### src/rtl/ipsv_pkg.sv
package ipsv_pkg;

  // PWM period in timer counts
  localparam int unsigned PERIOD_COUNTS = 4096;
  localparam int PW = $clog2(PERIOD_COUNTS + 1);

  localparam int VW = 16;
  localparam int PRODW = 2 * VW;
  localparam int ROTW = VW + 2;
  localparam int SCALE_W = 8;
  localparam int SCPW = ROTW + SCALE_W;
  localparam int SCW = ROTW;
  localparam int PHW = ROTW + 1;
  localparam int XW = 17;
  localparam int TPW = XW + PW;
  localparam int Q15_SHIFT = 15;
  localparam int SCALE_SHIFT = 7;
  localparam int T1W = XW + PW - Q15_SHIFT;
  localparam int SW = T1W + 3;
  localparam int CMP_W = 13;
  localparam int SEC_W = 3;

  localparam logic signed [SCALE_W-1:0] SCALE_111 = 8'sd111;
  localparam logic [PW-1:0] PERIOD_U = PW'(PERIOD_COUNTS);
  localparam logic signed [SW-1:0] PERIOD_S = SW'(PERIOD_COUNTS);

  localparam logic [SEC_W-1:0] SECTOR_0 = 3'd0;
  localparam logic [SEC_W-1:0] SECTOR_1 = 3'd1;
  localparam logic [SEC_W-1:0] SECTOR_2 = 3'd2;
  localparam logic [SEC_W-1:0] SECTOR_3 = 3'd3;
  localparam logic [SEC_W-1:0] SECTOR_4 = 3'd4;
  localparam logic [SEC_W-1:0] SECTOR_5 = 3'd5;

  typedef logic signed [VW-1:0] q15_t;

  // which of the three switching times drives a leg
  typedef enum logic [1:0] {
    LEG_TA,
    LEG_TB,
    LEG_TC
  } leg_t;

  typedef struct packed {
    q15_t volt_d;
    q15_t volt_q;
    q15_t angle_sine;
    q15_t angle_cosine;
  } cmd_t;

  typedef struct packed {
    logic signed [ROTW-1:0] alpha;
    logic signed [ROTW-1:0] beta;
  } rot_t;

  typedef struct packed {
    logic [XW-1:0]    x;
    logic [XW-1:0]    y;
    logic [SEC_W-1:0] sector;
    leg_t             leg_one;
    leg_t             leg_two;
    leg_t             leg_three;
  } sel_t;

  typedef struct packed {
    logic [CMP_W-1:0] compare_one;
    logic [CMP_W-1:0] compare_two;
    logic [CMP_W-1:0] compare_three;
    logic [SEC_W-1:0] sector_index;
    logic             overmodulated;
  } pwm_t;

  function automatic logic [CMP_W-1:0] clamp_cmp(input logic signed [SW-1:0] t);
    logic signed [SW-1:0] c;
    if (t < 0) begin
      c = '0;
    end else if (t > PERIOD_S) begin
      c = PERIOD_S;
    end else begin
      c = t;
    end
    return c[CMP_W-1:0];
  endfunction

endpackage

### src/rtl/ipsv_if.sv
interface ipsv_cmd_if;
  logic             valid;
  logic             ready;
  ipsv_pkg::q15_t   volt_d;
  ipsv_pkg::q15_t   volt_q;
  ipsv_pkg::q15_t   angle_sine;
  ipsv_pkg::q15_t   angle_cosine;

  modport source (output valid, volt_d, volt_q, angle_sine, angle_cosine, input ready);
  modport sink (input valid, volt_d, volt_q, angle_sine, angle_cosine, output ready);
endinterface

interface ipsv_pwm_if;
  logic                            valid;
  logic                            ready;
  logic [ipsv_pkg::CMP_W-1:0]      compare_one;
  logic [ipsv_pkg::CMP_W-1:0]      compare_two;
  logic [ipsv_pkg::CMP_W-1:0]      compare_three;
  logic [ipsv_pkg::SEC_W-1:0]      sector_index;
  logic                            overmodulated;

  modport source (output valid, compare_one, compare_two, compare_three, sector_index,
                  overmodulated, input ready);
  modport sink (input valid, compare_one, compare_two, compare_three, sector_index,
                overmodulated, output ready);
endinterface

### src/rtl/inverse_park_svpwm_modulator_core.sv
// Channel   | Dir | Payload                                              | Handshake
// command   | in  | volt_d, volt_q, angle_sine, angle_cosine (Q15)       | valid/ready
// result    | out | compare_one/two/three, sector_index, overmodulated   | valid/ready
//
// One item enters per cycle unless a stalled result has filled every stage.
// The six stages are: four 16x16 products, alpha/beta sums, the 111/128 multiply,
// sector decision, period scaling multiply, switching times with clamp and leg order.
// Each stage holds its own valid bit and advances when the next stage is free, so a
// stalled result only backs up the pipeline until bubbles are squeezed out.
// Synchronous active-high reset clears the valid bits only; no state beyond the pipeline.
module inverse_park_svpwm_modulator_core (
  input  logic             clk,
  input  logic             rst,
  ipsv_cmd_if.sink         command,
  ipsv_pwm_if.source       result
);

  // Command payload gathered into one struct for the first stage
  ipsv_pkg::cmd_t cmd_data;
  ipsv_pkg::rot_t rot_data;
  ipsv_pkg::sel_t sel_data;
  ipsv_pkg::pwm_t pwm_data;

  logic rot_valid, rot_ready;
  logic sel_valid, sel_ready;

  assign cmd_data.volt_d = command.volt_d;
  assign cmd_data.volt_q = command.volt_q;
  assign cmd_data.angle_sine = command.angle_sine;
  assign cmd_data.angle_cosine = command.angle_cosine;

  // Rotate back to the stationary frame
  ipsv_rotate u_rotate (
    .clk       (clk),
    .rst       (rst),
    .in_valid  (command.valid),
    .in_ready  (command.ready),
    .in_data   (cmd_data),
    .out_valid (rot_valid),
    .out_ready (rot_ready),
    .out_data  (rot_data)
  );

  // Phase voltages and sector
  ipsv_sector u_sector (
    .clk       (clk),
    .rst       (rst),
    .in_valid  (rot_valid),
    .in_ready  (rot_ready),
    .in_data   (rot_data),
    .out_valid (sel_valid),
    .out_ready (sel_ready),
    .out_data  (sel_data)
  );

  // Active times, compare values; its last register is the output register
  ipsv_timing u_timing (
    .clk       (clk),
    .rst       (rst),
    .in_valid  (sel_valid),
    .in_ready  (sel_ready),
    .in_data   (sel_data),
    .out_valid (result.valid),
    .out_ready (result.ready),
    .out_data  (pwm_data)
  );

  assign result.compare_one = pwm_data.compare_one;
  assign result.compare_two = pwm_data.compare_two;
  assign result.compare_three = pwm_data.compare_three;
  assign result.sector_index = pwm_data.sector_index;
  assign result.overmodulated = pwm_data.overmodulated;

  // Commands are refused only when every stage is full and the result is stalled
  a_ready_only_when_full: assert property (@(posedge clk) disable iff (rst)
    !command.ready |-> (result.valid && !result.ready))
    else $error("command refused while pipeline has room");

  // Sector stays within the six sectors
  a_sector_range: assert property (@(posedge clk) disable iff (rst)
    result.valid |-> (result.sector_index <= ipsv_pkg::SECTOR_5))
    else $error("sector index out of range");

  // Clamp keeps every compare within the period
  a_compare_range: assert property (@(posedge clk) disable iff (rst)
    result.valid |-> ((32'(result.compare_one) <= ipsv_pkg::PERIOD_COUNTS)
                   && (32'(result.compare_two) <= ipsv_pkg::PERIOD_COUNTS)
                   && (32'(result.compare_three) <= ipsv_pkg::PERIOD_COUNTS)))
    else $error("compare value beyond period");

endmodule

### src/rtl/ipsv_rotate.sv
// Inverse Park: four products, then alpha/beta sums
module ipsv_rotate (
  input  logic                clk,
  input  logic                rst,
  input  logic                in_valid,
  output logic                in_ready,
  input  ipsv_pkg::cmd_t      in_data,
  output logic                out_valid,
  input  logic                out_ready,
  output ipsv_pkg::rot_t      out_data
);

  logic s1_valid, s1_ready, s2_ready;
  logic signed [ipsv_pkg::PRODW-1:0] p_dc, p_qs, p_ds, p_qc;
  ipsv_pkg::rot_t rot_next;

  assign s2_ready = !out_valid || out_ready;
  assign s1_ready = !s1_valid || s2_ready;
  assign in_ready = s1_ready;

  always_ff @(posedge clk) begin
    if (rst) begin
      s1_valid <= 1'b0;
      out_valid <= 1'b0;
    end else begin
      if (s1_ready) s1_valid <= in_valid;
      if (s2_ready) out_valid <= s1_valid;
    end
  end

  always_ff @(posedge clk) begin
    if (s1_ready && in_valid) begin
      p_dc <= in_data.volt_d * in_data.angle_cosine;
      p_qs <= in_data.volt_q * in_data.angle_sine;
      p_ds <= in_data.volt_d * in_data.angle_sine;
      p_qc <= in_data.volt_q * in_data.angle_cosine;
    end
  end

  always_comb begin
    rot_next.alpha = ipsv_pkg::ROTW'(p_dc >>> ipsv_pkg::Q15_SHIFT)
                   - ipsv_pkg::ROTW'(p_qs >>> ipsv_pkg::Q15_SHIFT);
    rot_next.beta  = ipsv_pkg::ROTW'(p_ds >>> ipsv_pkg::Q15_SHIFT)
                   + ipsv_pkg::ROTW'(p_qc >>> ipsv_pkg::Q15_SHIFT);
  end

  always_ff @(posedge clk) begin
    if (s2_ready && s1_valid) out_data <= rot_next;
  end

endmodule

### src/rtl/ipsv_sector.sv
// Phase voltages, sector decision and choice of the two active voltages
module ipsv_sector (
  input  logic                clk,
  input  logic                rst,
  input  logic                in_valid,
  output logic                in_ready,
  input  ipsv_pkg::rot_t      in_data,
  output logic                out_valid,
  input  logic                out_ready,
  output ipsv_pkg::sel_t      out_data
);

  logic s1_valid, s1_ready, s2_ready;
  logic signed [ipsv_pkg::SCPW-1:0] sc_prod;
  logic signed [ipsv_pkg::SCW-1:0]  sc;
  logic signed [ipsv_pkg::ROTW-1:0] beta;
  logic signed [ipsv_pkg::PHW-1:0]  half, va, vb, vc, xs, ys;
  ipsv_pkg::sel_t sel_next;

  assign s2_ready = !out_valid || out_ready;
  assign s1_ready = !s1_valid || s2_ready;
  assign in_ready = s1_ready;

  assign sc_prod = in_data.alpha * ipsv_pkg::SCALE_111;

  always_ff @(posedge clk) begin
    if (rst) begin
      s1_valid <= 1'b0;
      out_valid <= 1'b0;
    end else begin
      if (s1_ready) s1_valid <= in_valid;
      if (s2_ready) out_valid <= s1_valid;
    end
  end

  always_ff @(posedge clk) begin
    if (s1_ready && in_valid) begin
      sc <= ipsv_pkg::SCW'(sc_prod >>> ipsv_pkg::SCALE_SHIFT);
      beta <= in_data.beta;
    end
  end

  assign half = (-ipsv_pkg::PHW'(beta)) >>> 1;
  assign va = ipsv_pkg::PHW'(beta);
  assign vb = half + ipsv_pkg::PHW'(sc);
  assign vc = half - ipsv_pkg::PHW'(sc);

  always_comb begin
    sel_next = '0;
    xs = '0;
    ys = '0;
    if (va >= 0) begin
      if (vb >= 0) begin
        sel_next.sector = ipsv_pkg::SECTOR_2;
        xs = va;
        ys = vb;
        sel_next.leg_one = ipsv_pkg::LEG_TA;
        sel_next.leg_two = ipsv_pkg::LEG_TB;
        sel_next.leg_three = ipsv_pkg::LEG_TC;
      end else if (vc >= 0) begin
        sel_next.sector = ipsv_pkg::SECTOR_4;
        xs = vc;
        ys = va;
        sel_next.leg_one = ipsv_pkg::LEG_TC;
        sel_next.leg_two = ipsv_pkg::LEG_TA;
        sel_next.leg_three = ipsv_pkg::LEG_TB;
      end else begin
        sel_next.sector = ipsv_pkg::SECTOR_0;
        xs = -vc;
        ys = -vb;
        sel_next.leg_one = ipsv_pkg::LEG_TB;
        sel_next.leg_two = ipsv_pkg::LEG_TA;
        sel_next.leg_three = ipsv_pkg::LEG_TC;
      end
    end else begin
      if (vb >= 0) begin
        if (vc >= 0) begin
          sel_next.sector = ipsv_pkg::SECTOR_5;
          xs = vb;
          ys = vc;
          sel_next.leg_one = ipsv_pkg::LEG_TB;
          sel_next.leg_two = ipsv_pkg::LEG_TC;
          sel_next.leg_three = ipsv_pkg::LEG_TA;
        end else begin
          sel_next.sector = ipsv_pkg::SECTOR_1;
          xs = -va;
          ys = -vc;
          sel_next.leg_one = ipsv_pkg::LEG_TA;
          sel_next.leg_two = ipsv_pkg::LEG_TC;
          sel_next.leg_three = ipsv_pkg::LEG_TB;
        end
      end else begin
        sel_next.sector = ipsv_pkg::SECTOR_3;
        xs = -vb;
        ys = -va;
        sel_next.leg_one = ipsv_pkg::LEG_TC;
        sel_next.leg_two = ipsv_pkg::LEG_TB;
        sel_next.leg_three = ipsv_pkg::LEG_TA;
      end
    end
    // both picks are nonnegative and below 2^XW
    sel_next.x = xs[ipsv_pkg::XW-1:0];
    sel_next.y = ys[ipsv_pkg::XW-1:0];
  end

  always_ff @(posedge clk) begin
    if (s2_ready && s1_valid) out_data <= sel_next;
  end

endmodule

### src/rtl/ipsv_timing.sv
// Active times scaled by the period, switching times, clamp and leg order
module ipsv_timing (
  input  logic                clk,
  input  logic                rst,
  input  logic                in_valid,
  output logic                in_ready,
  input  ipsv_pkg::sel_t      in_data,
  output logic                out_valid,
  input  logic                out_ready,
  output ipsv_pkg::pwm_t      out_data
);

  logic s1_valid, s1_ready, s2_ready;
  logic [ipsv_pkg::TPW-1:0] t1_prod, t2_prod;
  logic [ipsv_pkg::T1W-1:0] t1, t2;
  logic [ipsv_pkg::SEC_W-1:0] sector;
  ipsv_pkg::leg_t leg_one, leg_two, leg_three;
  logic signed [ipsv_pkg::SW-1:0] t1_s, t2_s, tc, tb, ta;
  logic [ipsv_pkg::CMP_W-1:0] ca, cb, cc;
  ipsv_pkg::pwm_t pwm_next;

  function automatic logic [ipsv_pkg::CMP_W-1:0] pick(
    input ipsv_pkg::leg_t leg,
    input logic [ipsv_pkg::CMP_W-1:0] a,
    input logic [ipsv_pkg::CMP_W-1:0] b,
    input logic [ipsv_pkg::CMP_W-1:0] c
  );
    logic [ipsv_pkg::CMP_W-1:0] r;
    unique case (leg)
      ipsv_pkg::LEG_TA: r = a;
      ipsv_pkg::LEG_TB: r = b;
      default:          r = c;
    endcase
    return r;
  endfunction

  assign s2_ready = !out_valid || out_ready;
  assign s1_ready = !s1_valid || s2_ready;
  assign in_ready = s1_ready;

  assign t1_prod = ipsv_pkg::TPW'(ipsv_pkg::PERIOD_U) * ipsv_pkg::TPW'(in_data.x);
  assign t2_prod = ipsv_pkg::TPW'(ipsv_pkg::PERIOD_U) * ipsv_pkg::TPW'(in_data.y);

  always_ff @(posedge clk) begin
    if (rst) begin
      s1_valid <= 1'b0;
      out_valid <= 1'b0;
    end else begin
      if (s1_ready) s1_valid <= in_valid;
      if (s2_ready) out_valid <= s1_valid;
    end
  end

  always_ff @(posedge clk) begin
    if (s1_ready && in_valid) begin
      t1 <= t1_prod[ipsv_pkg::TPW-1:ipsv_pkg::Q15_SHIFT];
      t2 <= t2_prod[ipsv_pkg::TPW-1:ipsv_pkg::Q15_SHIFT];
      sector <= in_data.sector;
      leg_one <= in_data.leg_one;
      leg_two <= in_data.leg_two;
      leg_three <= in_data.leg_three;
    end
  end

  assign t1_s = $signed(ipsv_pkg::SW'(t1));
  assign t2_s = $signed(ipsv_pkg::SW'(t2));
  assign tc = (ipsv_pkg::PERIOD_S - t1_s - t2_s) >>> 1;
  assign tb = tc + t1_s;
  assign ta = tb + t2_s;

  assign ca = ipsv_pkg::clamp_cmp(ta);
  assign cb = ipsv_pkg::clamp_cmp(tb);
  assign cc = ipsv_pkg::clamp_cmp(tc);

  always_comb begin
    pwm_next.compare_one = pick(leg_one, ca, cb, cc);
    pwm_next.compare_two = pick(leg_two, ca, cb, cc);
    pwm_next.compare_three = pick(leg_three, ca, cb, cc);
    pwm_next.sector_index = sector;
    pwm_next.overmodulated = (t1_s + t2_s) > ipsv_pkg::PERIOD_S;
  end

  always_ff @(posedge clk) begin
    if (s2_ready && s1_valid) out_data <= pwm_next;
  end

endmodule

### src/flat_wrapper.sv
// flat-port wrapper written by rule: the top's interface ports become plain ports
module inverse_park_svpwm_modulator_core_flat 
  (clk, rst, command_valid, command_volt_d, command_volt_q, command_angle_sine, command_angle_cosine, command_ready, result_valid, result_compare_one, result_compare_two, result_compare_three, result_sector_index, result_overmodulated, result_ready);
  ipsv_cmd_if command_i ();
  ipsv_pwm_if result_i ();
  input  logic clk;
  input  logic rst;
  input wire logic [$bits(command_i.valid)-1:0] command_valid;
  input wire logic [$bits(command_i.volt_d)-1:0] command_volt_d;
  input wire logic [$bits(command_i.volt_q)-1:0] command_volt_q;
  input wire logic [$bits(command_i.angle_sine)-1:0] command_angle_sine;
  input wire logic [$bits(command_i.angle_cosine)-1:0] command_angle_cosine;
  output wire logic [$bits(command_i.ready)-1:0] command_ready;
  output wire logic [$bits(result_i.valid)-1:0] result_valid;
  output wire logic [$bits(result_i.compare_one)-1:0] result_compare_one;
  output wire logic [$bits(result_i.compare_two)-1:0] result_compare_two;
  output wire logic [$bits(result_i.compare_three)-1:0] result_compare_three;
  output wire logic [$bits(result_i.sector_index)-1:0] result_sector_index;
  output wire logic [$bits(result_i.overmodulated)-1:0] result_overmodulated;
  input wire logic [$bits(result_i.ready)-1:0] result_ready;
  assign command_i.valid = command_valid;
  assign command_i.volt_d = command_volt_d;
  assign command_i.volt_q = command_volt_q;
  assign command_i.angle_sine = command_angle_sine;
  assign command_i.angle_cosine = command_angle_cosine;
  assign command_ready = command_i.ready;
  assign result_valid = result_i.valid;
  assign result_compare_one = result_i.compare_one;
  assign result_compare_two = result_i.compare_two;
  assign result_compare_three = result_i.compare_three;
  assign result_sector_index = result_i.sector_index;
  assign result_overmodulated = result_i.overmodulated;
  assign result_i.ready = result_ready;
  inverse_park_svpwm_modulator_core u_core (.clk(clk), .rst(rst), .command(command_i), .result(result_i));
endmodule
### config.mk
export PLATFORM = sky130hd
export DESIGN_NAME = inverse_park_svpwm_modulator_core_flat
export DESIGN_NICKNAME = d
export VERILOG_FILES = /design/src/rtl/ipsv_pkg.sv /design/src/rtl/ipsv_if.sv /design/src/rtl/inverse_park_svpwm_modulator_core.sv /design/src/rtl/ipsv_rotate.sv /design/src/rtl/ipsv_sector.sv /design/src/rtl/ipsv_timing.sv /design/src/flat_wrapper.sv
export SDC_FILE = /design/constraint.sdc
export NUM_CORES = 2
export LEC_CHECK = 0
export ABC_AREA = 1
export BUFFER_PORTS_ARGS = -buffer_cell sky130_fd_sc_hd__buf_2
export CORE_MARGIN = 1
export CORE_UTILIZATION = 52
export CTS_BUF_LIST = sky130_fd_sc_hd__clkbuf_16
export CTS_CLUSTER_SIZE = 20
export DETAILED_ROUTE_END_ITERATION = 16
export PLACE_DENSITY = 0.68
export SLEW_MARGIN = 20
export SYNTH_ARGS = -nofsm -noshare
export SYNTH_HDL_FRONTEND = slang
export SYNTH_SLANG_ARGS = --single-unit
export TNS_END_PERCENT = 50
### constraint.sdc
create_clock -name clk -period 6.95 [get_ports clk]
set_clock_uncertainty 0.2 [all_clocks]
set_input_delay 0.695 -clock clk [delete_from_list [all_inputs] [get_ports clk]]
set_output_delay 0.695 -clock clk [all_outputs]
set_load 0.02 [all_outputs]
==> flow_metrics.env <==
export IMPL_synth_flop_cell="edfxtp_1"
export IMPL_area_growth_pct=6.317
export IMPL_cts_buffers=29
export IMPL_insertion_delay_ps=610
export IMPL_place_gp_congestion=0.9893
export IMPL_synth_area_mm2=0.06146
export IMPL_syn_avg_cell_area_um2=8.014
export IMPL_ys_ff_latch=261
export IMPL_drc=0
export IMPL_die_w_um=345.8
export IMPL_maxCapViolations=0
export IMPL_path_buf_inv=6
export IMPL_syn_instance_count=7669
export IMPL_drt_iter0_drc=3466
export IMPL_io_pins=113
export IMPL_dieArea_mm2=0.1196
export IMPL_ctsLongestPathBuffers=3
export IMPL_path_common_cell="nand2_1"
export IMPL_max_slew_margin_pct=27.14
export IMPL_path_class="flip-flop to flip-flop"
export IMPL_cts_tree="done"
export IMPL_grt_start_max_net_pins=69
export IMPL_cp_end_kind="flip-flop"
export IMPL_fin_setup_tns_ps=0
export IMPL_min_delay_path_class="input pin to flip-flop"
export IMPL_crit_path_max_fanout=36
export IMPL_critPathRequiredTime_ps=7190
export IMPL_finalSetupViolCount=0
export IMPL_grt_pass1_wl_um=272800
export IMPL_viasPerCell=5.238
export IMPL_cts_sinks=261
export IMPL_finalWirelength_um=167600
export IMPL_final_hold_violation_count=0
export IMPL_first_pass_iters=6
export IMPL_status="complete, no violations"
export IMPL_synth_enable_flop_cells=255
export IMPL_clkTransAtPathRegs_ps=60
export IMPL_period_minus_slack_ps=6333
export IMPL_synth_nets=9353
export IMPL_synth_distinct_cells=57
export IMPL_layout_drive_gt1_share_pct=5.250
export IMPL_antenna_found_initial=7
export IMPL_start_kind="flip-flop"
export IMPL_arrival_ps=6570
export IMPL_rows=125
export IMPL_ys_seq_area_share_pct=12.66
export IMPL_finalCritPeriodShare_pct=91.13
export IMPL_antenna_left=0
export IMPL_vias=48600
export IMPL_nNetsFinal=9414
export IMPL_cts_root_buf="clkbuf_16"
export IMPL_track_usage_pct=28.94
export IMPL_crit_path_top_delay_cell="edfxtp_1"
export IMPL_drv_slew=0
export IMPL_htree_levels=1
export IMPL_io_buffers=112
export IMPL_core_region_area_mm2=0.1167
export IMPL_die_h_um=345.8
export IMPL_grt_pass1_vias=50500
export IMPL_start_util_pct=52.67
export IMPL_yosys_warnings=0
export IMPL_postCtsHoldBufs=0
export IMPL_rsz0062_at_grt="no"
export IMPL_slowest_delay_ps=470
export IMPL_ys_async_sr_fraction_pct=0
export IMPL_dpl_hpwl_um=140700
export IMPL_wl_per_cell_um=18.06
export IMPL_fmax_mhz=157.9
export IMPL_tightest_slew_ps=1089
export IMPL_critPathTopFamily="simple AND/OR/NAND/NOR gates"
export IMPL_grt_overflow=0
==> synth_stat cells (all sizes together), types with 4 or more instances <==
| master | n | area [µm²] |
|---|---|---|
| inv | 2116 | 7943 |
| nand2 | 1882 | 7152 |
| fa | 1116 | 22340 |
| ha | 500 | 6256 |
| nor2 | 294 | 1171 |
| a21oi | 286 | 1461 |
| edfxtp | 255 | 7657 |
| nand3 | 223 | 1141 |
| clkbuf | 198 | 743.2 |
| o21ai | 150 | 750.7 |
| xor2 | 150 | 1359 |
| nand4 | 125 | 782.0 |
| xnor2 | 74 | 655.6 |
| nor3 | 49 | 265.3 |
| buf | 45 | 292.8 |
| clkinv | 30 | 112.6 |
| nand3b | 19 | 142.6 |
| a21o | 16 | 120.1 |
| a31oi | 15 | 93.84 |
| o21a | 14 | 105.1 |
| o21bai | 14 | 105.1 |
| nor4 | 12 | 75.07 |
| o211ai | 11 | 82.58 |
| a22oi | 9 | 67.56 |
| o31ai | 9 | 67.56 |
| or2 | 9 | 56.31 |
| dfxtp | 6 | 120.1 |
| a211oi | 5 | 37.54 |
| and2 | 5 | 31.28 |
| o2111ai | 5 | 43.79 |
| o22ai | 5 | 31.28 |
| a21boi | 4 | 30.03 |
| a221oi | 4 | 35.03 |
| o221ai | 4 | 35.03 |
==> worst paths after layout <==
check	startpoint	endpoint	slack, ps	cells after the start
setup / recovery	u_core.u_timing.t1[1]	u_core.u_timing.out_data[28]	620	35
hold / removal	rst	u_core.u_sector.s1_valid	190	2
setup reg to reg	u_core.u_timing.t1[1]	u_core.u_timing.out_data[28]	620	35
hold reg to reg	u_core.u_sector.out_data[21]	u_core.u_timing.t2[9]	200	0
==> flip-flops by register name, summed over array words and instances (netlist names), 3 cells and up <==
name / count
u_core.u_timing.out_data: 43
u_core.u_timing.t1: 14
u_core.u_sector.out_data: 36
u_core.u_sector.beta: 18
u_core.u_rotate.p_qc: 17
u_core.u_rotate.out_data: 36
u_core.u_rotate.p_qs: 17
u_core.u_rotate.p_dc: 17
u_core.u_timing.sector: 3
u_core.u_timing.t2: 14
u_core.u_rotate.p_ds: 17
u_core.u_sector.sc: 18
==> per-layer routing <==
layer / track usage, % / vias to the layer above / wire length [µm]
met5: 0 / - / 57
met4: 11.17 / 10 / 7603
met3: 4.050 / 295 / 13170
met2: 47.64 / 1791 / 77870
met1: 38.72 / 23660 / 68910
li1: - / 22850 / -
==> timing repair <==
| item | 4_1_cts | 5_1_grt |
|---|---|---|
| setup endpoints to repair | 0 | 39 |
| setup buffers | 0 | 1 |
| gates resized for setup | 0 | 4 |
==> cell usage in the layout, fill, tap and decap left out, drive strengths merged, types with 4 or more instances in the layout <==
cell     instances
a211oi           5
clkinv          40
nor4            12
a21oi          286
a21o            16
xor2           150
fa            1116
ha             500
edfxtp         255
nand2         1882
a31oi           15
nand4          125
a221oi           4
dfxtp            6
o22ai            5
xnor2           74
a21boi           4
and2             5
or2              9
clkbuf          29
o21bai          14
nor2           294
nand3b          19
inv           2126
o21a            14
o21ai          150
o2111ai          5
a22oi            9
o211ai          11
o221ai           4
nor3            49
o31ai            9
nand3          223
buf            273
==> cell families after synthesis <==
kind of cell,share of synthesized area (%)
and+or+nand+nor,17.60
buffers and inverters,14.79
adders and majority gates,46.53
AOI/OAI and AO/OA,5.124
DFF,12.66
xor gates and xnor gates,3.278
muxes,0.01629
==> metrics by stage <==
stage / instance area, µm² / hold slack, ps / setup slack, ps / instances / utilization (%)
global route: 65330 / 164.5 / 25.40 / 9277 / 56.00
floorplan: 61460 / 200.3 / 475.2 / 7669 / -
detailed placement: 64340 / 204.5 / 155.7 / 9222 / 55.14
finish: 65340 / 187.6 / 616.6 / 9279 / 56.00
global placement: 64340 / 202.8 / 171.9 / 9222 / 55.14
CTS: 65310 / 150.2 / 384.2 / 9276 / 55.98
==> cell type report <==
| type | instances | area, µm² |
|---|---|---|
| inverters | 2146 | 8055 |
| diodes | 2 | 5.005 |
| well taps | 1524 | 1907 |
| clock inverters | 25 | 249.0 |
| fillers | 10940 | 51340 |
| multi-input cells | 5019 | 44620 |
| clock buffers | 29 | 725.7 |
| repair buffers | 273 | 2002 |
| flip-flops and latches | 261 | 7777 |
Power is left out: the tool's default activity adds up to more than one toggle a clock period on the data nets, which glitch-free logic cannot reach.
